--- src/hw/rtl/vertex_perspective_projection_core_defines.svh ---
// Assertion macros for the vertex projection core.
// Used by the top level only; expects i_clk and i_rst_n in scope.
`ifndef VERTEX_PERSPECTIVE_PROJECTION_CORE_DEFINES_SVH
`define VERTEX_PERSPECTIVE_PROJECTION_CORE_DEFINES_SVH

// Consequent must hold in the same cycle as the antecedent.
`define VPP_ASSERT_SAME(lbl, ante, cons, msg) \
    lbl: assert property (@(posedge i_clk) disable iff (!i_rst_n) (ante) |-> (cons)) \
        else $error(msg);

// Consequent must hold in the cycle after the antecedent.
`define VPP_ASSERT_NEXT(lbl, ante, cons, msg) \
    lbl: assert property (@(posedge i_clk) disable iff (!i_rst_n) (ante) |=> (cons)) \
        else $error(msg);

`endif

--- src/hw/rtl/vpp_pkg.sv ---
// Shared types, constants and helpers for the vertex projection core.
// No dependencies.
`default_nettype none
package vpp_pkg;

    localparam int COORD_WIDTH = 32;
    localparam int NUM_COEFFS  = 12;
    localparam int WIDE_W      = 2 * COORD_WIDTH;
    localparam int SUM_W       = 2 * COORD_WIDTH + 2;

    localparam logic CMD_LOAD    = 1'b0;
    localparam logic CMD_PROJECT = 1'b1;

    localparam logic [1:0] REG_CENTER_X    = 2'd0;
    localparam logic [1:0] REG_CENTER_Y    = 2'd1;
    localparam logic [1:0] REG_SCREEN_GAIN = 2'd2;

    typedef logic signed [COORD_WIDTH-1:0] t_coord;
    typedef logic signed [WIDE_W-1:0]      t_wide;
    typedef logic signed [SUM_W-1:0]       t_sum;

    localparam t_coord COORD_MAX = {1'b0, {(COORD_WIDTH-1){1'b1}}};
    localparam t_coord COORD_MIN = {1'b1, {(COORD_WIDTH-1){1'b0}}};

    typedef struct packed {
        logic       cmd;
        logic [3:0] coeff_index;
        t_coord     coeff_value;
        t_coord     point_x;
        t_coord     point_y;
        t_coord     point_z;
    } t_in_item;

    typedef struct packed {
        t_coord screen_x;
        t_coord screen_y;
        logic   depth_zero;
    } t_out_item;

    typedef struct packed {
        t_coord vx;
        t_coord vy;
        t_coord vz;
    } t_view;

    typedef struct packed {
        t_coord center_x;
        t_coord center_y;
        t_coord screen_gain;
    } t_cfg;

    function automatic t_coord sat_coord(t_sum v);
        t_coord r;
        if (v > t_sum'(COORD_MAX)) begin
            r = COORD_MAX;
        end else if (v < t_sum'(COORD_MIN)) begin
            r = COORD_MIN;
        end else begin
            r = v[COORD_WIDTH-1:0];
        end
        return r;
    endfunction

endpackage
`default_nettype wire

--- src/hw/rtl/vpp_fifo.sv ---
// Short queue of view coordinates between front and back ends.
// Depends on vpp_pkg.
`default_nettype none
module vpp_fifo
    import vpp_pkg::*;
#(
    parameter int DEPTH   = 4,
    parameter int LEVEL_W = $clog2(DEPTH + 1)
) (
    input  wire logic  i_clk,
    input  wire logic  i_rst_n,
    input  wire logic  i_push_valid,
    output logic       o_push_ready,
    input  wire t_view i_push_data,
    output logic       o_pop_valid,
    input  wire logic  i_pop,
    output t_view      o_pop_data,
    output logic [LEVEL_W-1:0] o_level
);

    localparam int PTR_W = (DEPTH > 1) ? $clog2(DEPTH) : 1;

    t_view              r_mem [0:DEPTH-1];
    logic [PTR_W-1:0]   r_wr_ptr;
    logic [PTR_W-1:0]   r_rd_ptr;
    logic [LEVEL_W-1:0] r_level;
    logic               w_push;
    logic               w_pop;

    assign o_push_ready = r_level < LEVEL_W'(DEPTH);
    assign o_pop_valid  = r_level != '0;
    assign w_push       = i_push_valid && o_push_ready;
    assign w_pop        = i_pop && o_pop_valid;
    assign o_pop_data   = r_mem[r_rd_ptr];
    assign o_level      = r_level;

    always_ff @(posedge i_clk) begin
        if (!i_rst_n) begin
            r_wr_ptr <= '0;
            r_rd_ptr <= '0;
            r_level  <= '0;
        end else begin
            if (w_push) begin
                r_wr_ptr <= (r_wr_ptr == PTR_W'(DEPTH - 1)) ? '0 : r_wr_ptr + 1'b1;
            end
            if (w_pop) begin
                r_rd_ptr <= (r_rd_ptr == PTR_W'(DEPTH - 1)) ? '0 : r_rd_ptr + 1'b1;
            end
            if (w_push && !w_pop) begin
                r_level <= r_level + 1'b1;
            end else if (w_pop && !w_push) begin
                r_level <= r_level - 1'b1;
            end
        end
    end

    always_ff @(posedge i_clk) begin
        if (w_push) begin
            r_mem[r_wr_ptr] <= i_push_data;
        end
    end

endmodule
`default_nettype wire

--- config.mk ---
export PLATFORM = sky130hd
export DESIGN_NAME = vpp_fifo
export DESIGN_NICKNAME = d
export VERILOG_FILES = /design/src/hw/rtl/vertex_perspective_projection_core_defines.svh /design/src/hw/rtl/vpp_pkg.sv /design/src/hw/rtl/vpp_fifo.sv
export SDC_FILE = /design/constraint.sdc
export NUM_CORES = 1
export LEC_CHECK = 0
export CORE_MARGIN = 5
export CORE_UTILIZATION = 45
export DETAILED_ROUTE_END_ITERATION = 8
export DONT_BUFFER_PORTS = 1
export GPL_ROUTABILITY_DRIVEN = 0
export REMOVE_ABC_BUFFERS = 1
export SETUP_SLACK_MARGIN = 0.1
export SLEW_MARGIN = 20
export SYNTH_ARGS = -nofsm -noshare
export SYNTH_HDL_FRONTEND = slang
export SYNTH_SLANG_ARGS = --single-unit
--- constraint.sdc ---
create_clock -name i_clk -period 3.7 [get_ports i_clk]
set_input_delay 0.37 -clock i_clk [delete_from_list [all_inputs] [get_ports i_clk]]
set_output_delay 0.37 -clock i_clk [all_outputs]
set_load 0.02 [all_outputs]
==> flow_metrics.env <==
export IMPL_status="finished, final reports clean"
export IMPL_criticalPathCategory="reg2out"
export IMPL_hold_viol=0
export IMPL_p_sw_frac=0.276
export IMPL_worstMarginPinSlew_ps=799
export IMPL_min_period_over_period=0.716
export IMPL_die_area_sq_mm=0.0355
export IMPL_firstDrtPassIters=4
export IMPL_synthTopCellsByCount="edfxtp_1 (384), mux4_2 (96), buf_2 (11), dfxtp_1 (9)"
export IMPL_drt_iter0_drc=349
export IMPL_overflow=0
export IMPL_slew_viol_final=0
export IMPL_viasPerCell=5.38
export IMPL_drive_gt1_frac=0.231
export IMPL_hold_class="in2reg"
export IMPL_crit_chain="buf_12 -> mux4_2"
export IMPL_grt_pass1_vias=6442
export IMPL_sequentialPowerShare=0.477
export IMPL_clockBufferDepth=3
export IMPL_slowest_delay_ps=870
export IMPL_vias=5961
export IMPL_yosys_register_bits=393
export IMPL_arrival_ps=2280
export IMPL_synth_top_area_share=0.805
export IMPL_syn_area_per_cell_sq_um=26.0
export IMPL_clk_latency_ps=520
export IMPL_max_slew_margin=0.467
export IMPL_postLayoutSetupSlackWorst_ps=1050
export IMPL_syn2layout_area_growth_pct=18.7
export IMPL_timing_fmax_mhz=377
export IMPL_p_int_mw=8.48
export IMPL_p_leak_nw=5.29
export IMPL_path_delay_family="flip-flops"
export IMPL_use_met3=0.0504
export IMPL_die_h_um=188
export IMPL_grt_use_total=0.148
export IMPL_crit_path_end_kind="output pin"
export IMPL_min_period_ps=2650
export IMPL_h_tree_depth=2
export IMPL_clock_power_share=0.316
export IMPL_grt_util_met2=0.244
export IMPL_setup_violations=0
export IMPL_coreArea_sq_mm=0.0315
export IMPL_cts_tree="built"
export IMPL_finalWirelength_um=26500
export IMPL_grt_max_degree=63
export IMPL_fin_util=0.540
export IMPL_die_width_um=188
export IMPL_drc_errors=0
export IMPL_yosys_top_cells_area="edfxtp_1 (81%), mux4_2 (15%), dfxtp_1 (1.3%)"
export IMPL_cp_start_kind="flop"
export IMPL_met1_usage=0.191
export IMPL_synthArstFlopShare=0
export IMPL_rows=65
export IMPL_cap_violations=0
export IMPL_required_ps=3330
export IMPL_fillers=2325
export IMPL_cts_sinks=393
export IMPL_drtAntennaViolNets=0
export IMPL_seq_area_frac_synth=0.818
export IMPL_cts_buffers=40
export IMPL_critPathBufInv=1
export IMPL_ioPinCount=201
export IMPL_hpwl_um=15700
export IMPL_p_per_area_mw_per_mm2=689
export IMPL_root_buffer="clkbuf_16"
export IMPL_synthCells=550
export IMPL_fin_skew_ps=18.0
export IMPL_yosysTopAreaCell="edfxtp_1"
export IMPL_synth_top_flop_cell="edfxtp_1"
export IMPL_rsz0062_at_grt="false"
export IMPL_synth_distinct_cells=23
export IMPL_top_usage_layer="met2"
export IMPL_synth_area_sq_mm=0.0143
export IMPL_path_clk_slew_ps=60
export IMPL_pre_cts_slack_ps=1200
export IMPL_io_buffers=0
export IMPL_peakVddDrop_mv=0.404
export IMPL_path_max_fanout=49
export IMPL_crit_slowest_cell="dfxtp_4"
export IMPL_nNetsFinal=781
export IMPL_ys_warn_count=0
export IMPL_switchingPower_mw=3.24
export IMPL_wl_per_cell_um=24.0
export IMPL_synth_edff_count=384
export IMPL_start_util=0.455
export IMPL_antenna_found_initial=3
export IMPL_synth_most_common_cell="edfxtp_1"
export IMPL_r2r_setup_slack_ps=1230
export IMPL_combPwrFrac=0.207
export IMPL_grt_first_pass_wirelength_um=40300
worst register-to-register path, delay by kind of cell (launching register included):
family	cells	cell delay [ps]
XOR/XNOR	1	160
adder cells (fa/ha/maj)	2	670
buffers and inverters	1	70
AND/OR/NAND/NOR	1	310
AO/OA/AOI/OAI	2	750
flip-flops	1	430
stage by stage:
stage | cell area, sq um | total power [mW] | hold slack (ps) | setup TNS, ps | instances
final | 17000 | 11.7 | 40.8 | 0 | 1107
after global routing | 17000 | 12.2 | 26.9 | 0 | 1107
after CTS | 17000 | 11.9 | 11.9 | 0 | 1104
after detailed placement | 14800 | 8.08 | 469 | 0 | 937
after global placement | 14800 | 8.02 | 469 | 0 | 937
after floorplan | 14200 | 7.60 | 469 | -134770 | 527
placed cells by master, fill, tap and decap left out, types with 2 or more instances in the layout:
cell type	n
edfxtp_1	384
dlygate4sd3_1	97
mux4_2	96
clkbuf_16	41
clkbuf_1	15
clkinv_2	7
dfxtp_1	7
buf_12	7
ha_1	6
nor2b_1	4
inv_1	4
and2_4	4
diode_2	3
o21ai_0	3
mux2i_1	3
clkinv_1	3
or3_1	2
nor2_1	2
nand2_1	2
nand3_1	2
dfxtp_4	2
inv_6	2
bufinv_16	2
kinds of logic (layout without fill, tap and decap cells):
| family | after synthesis | after routing | synth area share |
|---|---|---|---|
| DFF | 393 | 393 | 0.818 |
| muxes | 99 | 99 | 0.153 |
| AOI/OAI and AO/OA | 5 | 5 | 0.00210 |
| xor gates and xnor gates | 2 | 2 | 0.00122 |
| adders and majority gates | 7 | 7 | 0.00664 |
| and+or+nand+nor | 17 | 17 | 0.00655 |
| buffers and inverters | 27 | 179 | 0.0128 |
| other | 0 | 3 | 0 |
cell type report:
type                            instances  area (sq um)  area share
Sequential cell                       393         11700       0.689
Clock inverter                         14           124     0.00728
Multi-Input combinational cell        130          2440       0.143
Antenna cell                            3          7.51    0.000441
Timing Repair Buffer                  105          1120      0.0658
Clock buffer                           56          1080      0.0636
Tap cell                              402           503      0.0296
Inverter                                4          15.0    0.000883
flip-flops by register name, indices dropped and copies added (netlist names), named ones only:
register / count
r_rd_ptr: 2
r_mem: 384
o_level: 3
r_wr_ptr: 2
power by group through the flow:
stage,clock (mW),combinational [mW],sequential [mW]
floorplan,0,1.79,5.81
global placement,0,2.36,5.66
detailed placement,0,2.38,5.70
CTS,3.81,2.51,5.60
global route,4.00,2.59,5.64
finish,3.71,2.42,5.59
worst paths after layout:
check	startpoint	to	depth (start not counted)
setup / recovery	flop	o_pop_data[26]	2
hold reg to reg	r_rd_ptr[0]$_SDFFE_PN0P_	flop	2
hold / removal	i_rst_n	flop	2
setup reg to reg	o_level[0]$_SDFFE_PN0P_	o_level[2]$_SDFFE_PN0P_	7
routing by layer:
layer,routed length (um),share of wire
met1,10700,0.40
met4,498,0.019
met3,2110,0.079
met5,0,0
met2,13200,0.50
repair_timing:
action | CTS | global route
endpoints found under the hold margin | 389 | 0
hold buffers | 97 | 0
buffers inserted | 0 | 0
gates resized for setup | 0 | 0
Note: power is estimated with default switching activity, not from simulation.
